`config.mk`:
```
export PLATFORM = sky130hd
export DESIGN_NAME = json_token_lexer_core_flat
export DESIGN_NICKNAME = d
export VERILOG_FILES = /design/src/sv/jtl_pkg.sv /design/src/sv/jtl_if.sv /design/src/sv/json_token_lexer_core.sv /design/src/flat_wrapper.sv
export SDC_FILE = /design/constraint.sdc
export NUM_CORES = 1
export LEC_CHECK = 0
export BUFFER_PORTS_ARGS = -buffer_cell sky130_fd_sc_hd__buf_2
export CAP_MARGIN = 20
export CORE_ASPECT_RATIO = 1.5
export CORE_MARGIN = 2
export CORE_UTILIZATION = 53
export CTS_BUF_LIST = sky130_fd_sc_hd__clkbuf_2 sky130_fd_sc_hd__clkbuf_4 sky130_fd_sc_hd__clkbuf_8
export DETAILED_ROUTE_END_ITERATION = 7
export GPL_TIMING_DRIVEN = 0
export PLACE_DENSITY = 0.86
export SETUP_SLACK_MARGIN = 0.05
export SYNTH_ARGS = -nofsm -noshare
export SYNTH_HDL_FRONTEND = slang
export SYNTH_SLANG_ARGS = --single-unit
```
`constraint.sdc`:
```
create_clock -name clk -period 2.7 [get_ports clk]
set_input_delay 0.54 -clock clk [delete_from_list [all_inputs] [get_ports clk]]
set_output_delay 0.54 -clock clk [all_outputs]
set_load 0.02 [all_outputs]
```
`src/sv/jtl_pkg.sv`:
```
// Package for the JSON token lexer: state, result and error codes,
// and the character class helpers. No dependencies.
`default_nettype none
package jtl_pkg;

	typedef enum logic [2:0] {
		ST_START = 3'd0,
		ST_NUM   = 3'd1,
		ST_STR   = 3'd2,
		ST_ESC   = 3'd3,
		ST_HEX   = 3'd4,
		ST_SEP   = 3'd5
	} lex_state_t;

	typedef enum logic [1:0] {
		K_CHAR = 2'd0,
		K_END  = 2'd1,
		K_ERR  = 2'd2
	} kind_t;

	typedef enum logic [2:0] {
		E_NONE     = 3'd0,
		E_NO_QUOTE = 3'd1,
		E_BAD_ESC  = 3'd2,
		E_BAD_HEX  = 3'd3,
		E_BAD_NUM  = 3'd4,
		E_NO_SEP   = 3'd5
	} err_t;

	localparam logic [7:0] CH_QUOTE  = 8'h22;
	localparam logic [7:0] CH_BSLASH = 8'h5C;
	localparam logic [7:0] CH_COMMA  = 8'h2C;
	localparam logic [7:0] CH_RBRACK = 8'h5D;

	function automatic logic is_blank(input logic [7:0] c);
		return (c == 8'h20) || (c == 8'h09) || (c == 8'h0A) || (c == 8'h0D);
	endfunction

	function automatic logic is_num_char(input logic [7:0] c);
		return ((c >= 8'h30) && (c <= 8'h39)) || (c == 8'h2E) || (c == 8'h65) ||
			(c == 8'h45) || (c == 8'h2D);
	endfunction

	function automatic logic is_sep(input logic [7:0] c);
		return (c == CH_COMMA) || (c == CH_RBRACK);
	endfunction

	// {valid, nibble}
	function automatic logic [4:0] hex_digit(input logic [7:0] c);
		logic [4:0] r;
		r = 5'd0;
		if ((c >= 8'h30) && (c <= 8'h39)) begin
			r = {1'b1, 4'(c - 8'h30)};
		end else if ((c >= 8'h61) && (c <= 8'h66)) begin
			r = {1'b1, 4'(c - 8'h57)};
		end else if ((c >= 8'h41) && (c <= 8'h46)) begin
			r = {1'b1, 4'(c - 8'h37)};
		end
		return r;
	endfunction

endpackage
`default_nettype wire

```
`src/sv/jtl_if.sv`:
```
// Valid/ready channel interfaces for the JSON token lexer: byte input
// and result output. Depends on nothing.
`default_nettype none
interface jtl_byte_if;
	logic       valid;
	logic       ready;
	logic [7:0] byte_req;
	logic       func;

	modport source (output valid, output byte_req, output func, input ready);
	modport sink (input valid, input byte_req, input func, output ready);
endinterface

interface jtl_result_if;
	logic       valid;
	logic       ready;
	logic [1:0] kind;
	logic [7:0] char_out;
	logic       token_type;
	logic       separator;
	logic [2:0] error_code;

	modport source (output valid, output kind, output char_out, output token_type,
		output separator, output error_code, input ready);
	modport sink (input valid, input kind, input char_out, input token_type,
		input separator, input error_code, output ready);
endinterface
`default_nettype wire

```
`src/sv/json_token_lexer_core.sv`:
```
// JSON token lexer: one byte per transfer in, at most one result per byte out.
// A result is registered and is on the output in the cycle after its byte's transfer.
// Throughput: one byte per cycle; the output register keeps taking bytes while
// its result is taken in the same cycle. Reset clears the lexer to token start.
// Depends on jtl_pkg and jtl_if.
`default_nettype none
module json_token_lexer_core (
	input wire logic     clk,
	input wire logic     arst_n,
	jtl_byte_if.sink     byte_in,
	jtl_result_if.source token_out
);
	import jtl_pkg::*;

	lex_state_t state_q, state_d;
	logic [1:0] hex_cnt_q, hex_cnt_d;
	logic [7:0] hex_val_q, hex_val_d;
	logic       cur_type_q, cur_type_d;

	logic       out_valid_q;
	kind_t      out_kind_q;
	logic [7:0] out_char_q;
	logic       out_type_q;
	logic       out_sep_q;
	err_t       out_err_q;

	logic       emit;
	kind_t      o_kind;
	logic [7:0] o_char;
	logic       o_sep;
	err_t       o_err;
	logic       accept;
	logic [7:0] c;
	logic [4:0] hd;
	logic [7:0] hex_next;

	assign c        = byte_in.byte_req;
	assign hd       = hex_digit(c);
	assign hex_next = {hex_val_q[3:0], hd[3:0]};

	assign byte_in.ready = !out_valid_q || token_out.ready;
	assign accept        = byte_in.valid && byte_in.ready;

	always_comb begin
		state_d    = state_q;
		hex_cnt_d  = hex_cnt_q;
		hex_val_d  = hex_val_q;
		cur_type_d = cur_type_q;
		emit       = 1'b0;
		o_kind     = K_CHAR;
		o_char     = 8'd0;
		o_sep      = 1'b0;
		o_err      = E_NONE;
		case (state_q)
			ST_NUM: begin
				if (is_num_char(c)) begin
					emit   = 1'b1;
					o_char = c;
				end else if (is_blank(c)) begin
					state_d = ST_SEP;
				end else if (is_sep(c)) begin
					state_d = ST_START;
					emit    = 1'b1;
					o_kind  = K_END;
					o_sep   = (c == CH_RBRACK);
				end else begin
					emit   = 1'b1;
					o_kind = K_ERR;
					o_err  = E_BAD_NUM;
				end
			end
			ST_STR: begin
				if (c == CH_QUOTE) begin
					state_d = ST_SEP;
				end else if (c == CH_BSLASH) begin
					state_d = ST_ESC;
				end else begin
					emit   = 1'b1;
					o_char = c;
				end
			end
			ST_ESC: begin
				state_d = ST_STR;
				emit    = 1'b1;
				case (c)
					8'h72:      o_char = 8'h0D;
					8'h6E:      o_char = 8'h0A;
					8'h74:      o_char = 8'h09;
					CH_BSLASH:  o_char = CH_BSLASH;
					CH_QUOTE:   o_char = CH_QUOTE;
					8'h62:      o_char = 8'h08;
					8'h66:      o_char = 8'h0C;
					8'h75, 8'h55: begin
						state_d   = ST_HEX;
						hex_cnt_d = 2'd0;
						hex_val_d = 8'd0;
						emit      = 1'b0;
					end
					default: begin
						state_d = ST_START;
						o_kind  = K_ERR;
						o_err   = E_BAD_ESC;
					end
				endcase
			end
			ST_HEX: begin
				if (!hd[4]) begin
					emit   = 1'b1;
					o_kind = K_ERR;
					o_err  = E_BAD_HEX;
				end else if (hex_cnt_q == 2'd3) begin
					state_d   = ST_STR;
					hex_cnt_d = 2'd0;
					hex_val_d = 8'd0;
					emit      = 1'b1;
					o_char    = hex_next;
				end else begin
					hex_cnt_d = hex_cnt_q + 2'd1;
					hex_val_d = hex_next;
				end
			end
			ST_SEP: begin
				if (is_sep(c)) begin
					state_d = ST_START;
					emit    = 1'b1;
					o_kind  = K_END;
					o_sep   = (c == CH_RBRACK);
				end else if (!is_blank(c)) begin
					emit   = 1'b1;
					o_kind = K_ERR;
					o_err  = E_NO_SEP;
				end
			end
			default: begin
				state_d = ST_START;
				if (!is_blank(c)) begin
					cur_type_d = byte_in.func;
					if (byte_in.func) begin
						if (c == CH_QUOTE) begin
							state_d = ST_STR;
						end else begin
							emit   = 1'b1;
							o_kind = K_ERR;
							o_err  = E_NO_QUOTE;
						end
					end else if (is_num_char(c)) begin
						state_d = ST_NUM;
						emit    = 1'b1;
						o_char  = c;
					end else if (is_sep(c)) begin
						emit   = 1'b1;
						o_kind = K_END;
						o_sep  = (c == CH_RBRACK);
					end else begin
						emit   = 1'b1;
						o_kind = K_ERR;
						o_err  = E_BAD_NUM;
					end
				end
			end
		endcase
		// any error: back to token start, hex cleared
		if (emit && (o_kind == K_ERR)) begin
			state_d   = ST_START;
			hex_cnt_d = 2'd0;
			hex_val_d = 8'd0;
		end
	end

	always_ff @(posedge clk or negedge arst_n) begin
		if (!arst_n) begin
			state_q     <= ST_START;
			hex_cnt_q   <= 2'd0;
			hex_val_q   <= 8'd0;
			cur_type_q  <= 1'b0;
			out_valid_q <= 1'b0;
		end else if (accept) begin
			state_q     <= state_d;
			hex_cnt_q   <= hex_cnt_d;
			hex_val_q   <= hex_val_d;
			cur_type_q  <= cur_type_d;
			out_valid_q <= emit;
		end else if (token_out.ready) begin
			out_valid_q <= 1'b0;
		end
	end

	always_ff @(posedge clk) begin
		if (accept && emit) begin
			out_kind_q <= o_kind;
			out_char_q <= o_char;
			out_type_q <= cur_type_d;
			out_sep_q  <= o_sep;
			out_err_q  <= o_err;
		end
	end

	assign token_out.valid      = out_valid_q;
	assign token_out.kind       = out_kind_q;
	assign token_out.char_out   = out_char_q;
	assign token_out.token_type = out_type_q;
	assign token_out.separator  = out_sep_q;
	assign token_out.error_code = out_err_q;

endmodule
`default_nettype wire

```
`src/flat_wrapper.sv`:
```
// flat-port wrapper written by rule: the top's interface ports become plain ports
module json_token_lexer_core_flat import jtl_pkg::*;
  (clk, arst_n, byte_in_valid, byte_in_byte_req, byte_in_func, byte_in_ready, token_out_valid, token_out_kind, token_out_char_out, token_out_token_type, token_out_separator, token_out_error_code, token_out_ready);
  jtl_byte_if byte_in_i ();
  jtl_result_if token_out_i ();
  input wire logic clk;
  input wire logic arst_n;
  input wire logic [$bits(byte_in_i.valid)-1:0] byte_in_valid;
  input wire logic [$bits(byte_in_i.byte_req)-1:0] byte_in_byte_req;
  input wire logic [$bits(byte_in_i.func)-1:0] byte_in_func;
  output wire logic [$bits(byte_in_i.ready)-1:0] byte_in_ready;
  output wire logic [$bits(token_out_i.valid)-1:0] token_out_valid;
  output wire logic [$bits(token_out_i.kind)-1:0] token_out_kind;
  output wire logic [$bits(token_out_i.char_out)-1:0] token_out_char_out;
  output wire logic [$bits(token_out_i.token_type)-1:0] token_out_token_type;
  output wire logic [$bits(token_out_i.separator)-1:0] token_out_separator;
  output wire logic [$bits(token_out_i.error_code)-1:0] token_out_error_code;
  input wire logic [$bits(token_out_i.ready)-1:0] token_out_ready;
  assign byte_in_i.valid = byte_in_valid;
  assign byte_in_i.byte_req = byte_in_byte_req;
  assign byte_in_i.func = byte_in_func;
  assign byte_in_ready = byte_in_i.ready;
  assign token_out_valid = token_out_i.valid;
  assign token_out_kind = token_out_i.kind;
  assign token_out_char_out = token_out_i.char_out;
  assign token_out_token_type = token_out_i.token_type;
  assign token_out_separator = token_out_i.separator;
  assign token_out_error_code = token_out_i.error_code;
  assign token_out_i.ready = token_out_ready;
  json_token_lexer_core u_core (.clk(clk), .arst_n(arst_n), .byte_in(byte_in_i), .token_out(token_out_i));
endmodule
```
# Word-level counts from Yosys, hierarchy flattened
# Cells that the tools add are included.
# Widths: inputs -> output; s select.
[op_classes]
reduce_logical = 25
n_mux = 83
n_addsub = 4
magnitude_cmp = 6
n_eq_ne = 31
[op_table]
columns = ["operator", "n"]
rows = [
  ["$eq 8x7->1 const B", 11],
  ["$mux 8", 7],
  ["$mux 3", 18],
  ["$pmux 7 s7", 1],
  ["$eq 8x6->1 const B", 5],
  ["$pmux 8 s5", 1],
  ["$mux 2", 18],
  ["$pmux 3 s5", 2],
  ["$eq 8x4->1 const B", 3],
  ["$mux 1", 23],
  ["$ge 8x7->1 const B", 2],
  ["$le 8x7->1 const B", 2],
  ["$mux 4", 4],
  ["$mux 5", 3],
  ["$pmux 2 s5", 1],
  ["$logic_or 1x1->1", 9],
  ["$reduce_or 9->1", 1],
  ["$ge 8x6->1 const B", 1],
  ["$le 8x6->1 const B", 1],
  ["$pmux 4 s2", 1],
  ["$sub 4x3->4 const B", 2],
  ["$reduce_or 7->1", 1],
  ["$eq 3x2->1 const B", 2],
  ["$eq 3x3->1 const B", 2],
  ["21 further kinds", 28],
]
[totals]
out_inout_bits = 17
inputBits = 13
ff_bits = 26
word_cells = 159

# Depth between registers and ports, before layout
[logic_depth]
word_depth = 14
depth_mapped = 10
ltp_nobuf = 8

# Worst setup path before layout
# Ideal clock, no wire load.
[synth_timing]
path_kind = "input-to-reg"
from = "input port byte_in_byte_req[0]"
to = "register u_core.out_char_q[0] (netlist: u_core.token_out.char_out[0]) (enable)"
arrival_ps = 2701
setup_slack_ps = -387
cell_stages = 7
required_ps = 2314
setup_ps = 386
path_buffers = 0
path_cell_list = "inv_1 ha_1 or3b_2 nor2_1 or4_2 and4b_1 nor2_1"
[synth_via]
elab_chain_len = 9
word_cells_on_any_way = 47
cone_classes = "order compare (6); eq/ne (14); mux (14); reduce/logical (13)"
[synth_lines]
columns = ["element", "line_no", "source"]
rows = [
  ["start, declared", "flat_wrapper.sv:9", "input wire logic [$bits(byte_in_i.byte_req)-1:0] byte_in_byte_req;"],
  ["branches (longest 7 deep; another with $ge 8x7->1)", "-", ""],
  ["$pmux 1 s5 (*)", "json_token_lexer_core.sv:54", "case (state_q)"],
  ["$logic_and 1x1->1 (*)", "json_token_lexer_core.sv:189", "if (accept && emit) begin"],
  ["end signal, assigned", "json_token_lexer_core.sv:191", "out_char_q <= o_char;"],
  ["end, declared", "json_token_lexer_core.sv:22", "logic [7:0] out_char_q;"],
]
# Mark *: on every way between the ends.
# A chain may end at the register's enable or synchronous reset.

# Final worst setup path
[layout_timing]
from = "input port byte_in_byte_req[4]"
to = "register u_core.state_q[1]"
[layout_via]
elab_chain_len = 14
word_cells_on_any_way = 82
cone_classes = "order compare (6); eq/ne (24); mux (36); reduce/logical (16)"
[layout_lines]
columns = ["element", "line_no", "source"]
rows = [
  ["$ge 8x6->1 or $le 8x6->1 (tied branches)", "jtl_pkg.sv:40, jtl_pkg.sv:52", ""],
  ["$logic_and 1x1->1", "jtl_pkg.sv:40, jtl_pkg.sv:52", ""],
  ["$logic_or 1x1->1 (3 in series)", "jtl_pkg.sv:40", "return ((c >= 8'h30) && (c <= 8'h39)) || (c == 8'h2E) || (c == 8'h65) ||"],
  ["$logic_or 1x1->1", "jtl_pkg.sv:41", "(c == 8'h45) || (c == 8'h2D);"],
  ["$mux 2", "json_token_lexer_core.sv:146", "end else if (is_num_char(c)) begin"],
  ["$mux 2", "json_token_lexer_core.sv:138", "if (byte_in.func) begin"],
  ["$mux 2", "json_token_lexer_core.sv:136", "if (!is_blank(c)) begin"],
  ["$pmux 2 s5 (*)", "json_token_lexer_core.sv:54", ""],
  ["named net u_core.o_kind[1]", "json_token_lexer_core.sv:28", "kind_t o_kind;"],
  ["$eq 2x2->1 (*)", "json_token_lexer_core.sv:163", "if (emit && (o_kind == K_ERR)) begin"],
  ["$logic_and 1x1->1 (*)", "json_token_lexer_core.sv:163", ""],
  ["$ne 4x1->1 (no source line), or another cell as far along", "-", ""],
  ["$reduce_and 5->1 (no source line)", "-", ""],
  ["end signal, assigned", "json_token_lexer_core.sv:178", "state_q <= state_d;"],
  ["end, declared", "json_token_lexer_core.sv:15", "lex_state_t state_q, state_d;"],
]
# Mark *: on every way through the listed nets, which the timed path passes. The rest lies on a longest branch. The select of a mux whose other input is x is not followed.

==> flow_summary.json <==
{
  "die_height_um": 81.5,
  "numPortBuffers": 28,
  "required_ps": 2880,
  "synth_edf_count": 15,
  "r2r_end": "u_core.token_out.error_code[0]$_DFFE_PP_",
  "synth_top_area_share_pct": 21.2,
  "timing.final.crit_period_ps": 2630,
  "crit_arrival_ps": 2810,
  "slew_viol_final": 0,
  "rr_worst_depth": 7,
  "crit_fanout": 10,
  "syn_nets": 257,
  "max-cap-violations": 0,
  "min_path_type": "in2async",
  "antenna_found_initial": 0,
  "reg2reg_from": "u_core.state_q[2]$_DFFE_PN0P_",
  "wl_met3_um": 331,
  "num_antenna_cells": 0,
  "async_reset_ff_share_pct": 42.3,
  "yosysSeqAreaShare_pct": 34.2,
  "rows": 28,
  "clock_tree.buffer_depth": 2,
  "max_stage_delay_ps": 580,
  "fin_crit_sh_pct": 97.6,
  "n_fill_cell": 350,
  "ys_types": 67,
  "syn_avg_cell_area_um2": 8.93,
  "power_density_mw_per_mm2": 370,
  "worst_slew_pin_slew_ps": 495,
  "clk_latency_ps": 280,
  "status": "finished, final reports clean",
  "finalNonFillerCells": 319,
  "routabilityCongestion": 0.959,
  "synthCells": 238,
  "p_total_uw": 959,
  "slowest_stage": "or4b_4",
  "wl_met2_mm": 3.08,
  "drive_gt1_share_pct": 30.3,
  "finClkSkew_ps": 10.0,
  "crit_family": "simple AND/OR/NAND/NOR gates",
  "wire_per_inst_um": 18.7,
  "routed_wl_mm": 5.95,
  "boundaryPins": 30,
  "h-tree-depth": 1,
  "crit_type": "in2reg",
  "r2r_slack_ps": 300,
  "numCtsBuffers": 3,
  "path_cells": "buf_2 -> buf_6 -> or4b_4 -> a311oi_4 -> nor2_2 -> a22o_1 -> or3_4 -> o31ai_1",
  "slew_headroom_pct": 66.8,
  "endpoint_kind": "register",
  "syn_area_mm2": 0.00212,
  "cts_tree": "built",
  "via_per_inst": 6.67,
  "num_vias": 2128,
  "core-area_mm2": 0.00389,
  "critPathLaunchType": "primary input",
  "yosysTopAreaCell": "edfxtp_1",
  "cts_sinks": 26,
  "cts.clk_slew.worst_paths_ps": 100,
  "dieArea_mm2": 0.00454,
  "timing.hold.ws_ps": 110,
  "ys_warn_count": 0,
  "ys_top_cells_by_area": "edfxtp_1 21%, dfrtp_1 13%, o21ai_0 4.7%",
  "root_buffer": "clkbuf_8",
  "dpl.hpwl_mm": 4.41,
  "final_net_count": 294,
  "finalSetupViolations": 0,
  "regArea_um2": 726,
  "total_leakage_power_nw": 1.05,
  "drcViolationCount": 0,
  "floorplan.initialDensity_pct": 54.6,
  "wl_met1_mm": 2.32,
  "clock.fmax_mhz": 380,
  "grt_pass1_wl_mm": 9.72,
  "grt_max_degree": 16,
  "hold_viol": 0,
  "rsz0062_at_grt": "true",
  "multiInputGateArea_mm2": 0.00142,
  "cp_num_buf_inv": 2,
  "grt_usage_pct": 27.0,
  "place_inst": 311,
  "synth_top_flop_cell": "edfxtp_1",
  "peakVddDrop_mv": 0.432,
  "synthToLayoutAreaGrowth_pct": 21.8,
  "firstDrtPassIters": 5,
  "ant_nets": 0,
  "ys_seq_elements": 26,
  "drt_iter0_markers": 117,
  "grt_pass1_vias": 2026,
  "synth_common_cells": "20 x nand2_1, 20 x nor2_1, 20 x o21ai_0",
  "grt.overflow.total": 0,
  "highest_layer": "met4",
  "fp.dieW_um": 55.7
}
## metrics by stage
| stage | worst slack [ps] | setup TNS [ps] | instance area [um2] | util [%] |
|---|---|---|---|---|
| final | 65.7 | 0 | 2590 | 66.6 |
| after global routing | 21.8 | 0 | 2590 | 66.6 |
| after CTS | 61.2 | 0 | 2500 | 64.3 |
| after detailed placement | -599 | -17330 | 2360 | 60.6 |
| after global placement | -538 | -14790 | 2360 | 60.6 |
| after floorplan | 62.0 | 0 | 2160 | - |
## state kept, by name, indices dropped and copies added, names as in the netlist
name / count
u_core.cur_type_q: 1
u_core.hex_cnt_q: 2
u_core.hex_val_q: 4
u_core.state_q: 3
u_core.token_out.char_out: 8
u_core.token_out.error_code: 3
u_core.token_out.kind: 2
u_core.token_out.separator: 1
u_core.token_out.token_type: 1
u_core.token_out.valid: 1
## metal layers
layer	vias to the layer above	global-route usage, %
li1	994	-
met1	1017	32.3
met2	95	48.3
met3	22	2.68
met4	0	13.2
met5	-	0
## report_power, final
group / internal [mW] / switching, mW / total, mW / leakage (nW)
Sequential: 0.435 / 0.00350 / 0.439 / 0.295
Combinational: 0.0693 / 0.120 / 0.189 / 0.715
Clock: 0.199 / 0.132 / 0.331 / 0.0357
## what timing repair did
| action | 4_1_cts | 5_1_grt |
|---|---|---|
| setup buffers | 4 | 1 |
| gates resized for setup | 8 | 23 |
| hold buffers | 0 | 0 |
| endpoints found under the setup margin | 36 | 34 |
| endpoints found under the hold margin | 0 | 0 |
| pin swaps | 3 | 2 |
## placed cells by master, fill, tap and decap left out, drive strengths merged, types with 5 or more instances in the layout
| master | n |
|---|---|
| nor4 | 5 |
| buf | 37 |
| a21oi | 8 |
| nand2b | 5 |
| ha | 6 |
| nor2 | 21 |
| clkbuf | 12 |
| dfrtp | 11 |
| nor3 | 14 |
| nand3 | 6 |
| and2 | 5 |
| o21ai | 21 |
| a311oi | 5 |
| edfxtp | 15 |
| o31ai | 5 |
| nand2 | 20 |
| inv | 7 |
## area by class of cell
type | instances | area share (%)
Buffer | 14 | 3.82
Clock buffer | 3 | 1.59
Clock inverter | 1 | 1.16
Inverter | 7 | 1.01
Multi-Input combinational cell | 190 | 54.8
Sequential cell | 26 | 28.0
Tap cell | 45 | 2.17
Timing Repair Buffer | 33 | 7.44
## kinds of logic (layout without fill, tap and decap cells)
kind of cell,Yosys count,after routing,synth area share [%]
AND/OR/NAND/NOR,103,103,27.3
buffers and inverters,22,58,5.89
AO/OA/AOI/OAI,81,81,29.2
adder cells (fa/ha/maj),6,6,3.53
flip-flops,26,26,34.2
## worst max path at each step
stage	from	to	slack, ps	depth (start not counted)
after floorplan	byte_in_byte_req[0]	u_core.state_q[0]$_DFFE_PN0P_	60	8
after global placement	byte_in_byte_req[1]	u_core.token_out.char_out[1]$_DFFE_PP_	-540	10
after detailed placement	byte_in_byte_req[1]	u_core.token_out.char_out[1]$_DFFE_PP_	-600	10
after CTS	byte_in_byte_req[1]	u_core.state_q[1]$_DFFE_PN0P_	60	9
after global routing	byte_in_byte_req[4]	u_core.state_q[1]$_DFFE_PN0P_	20	8
final	byte_in_byte_req[4]	u_core.state_q[1]$_DFFE_PN0P_	70	8
(Power assumes the default switching activity.)
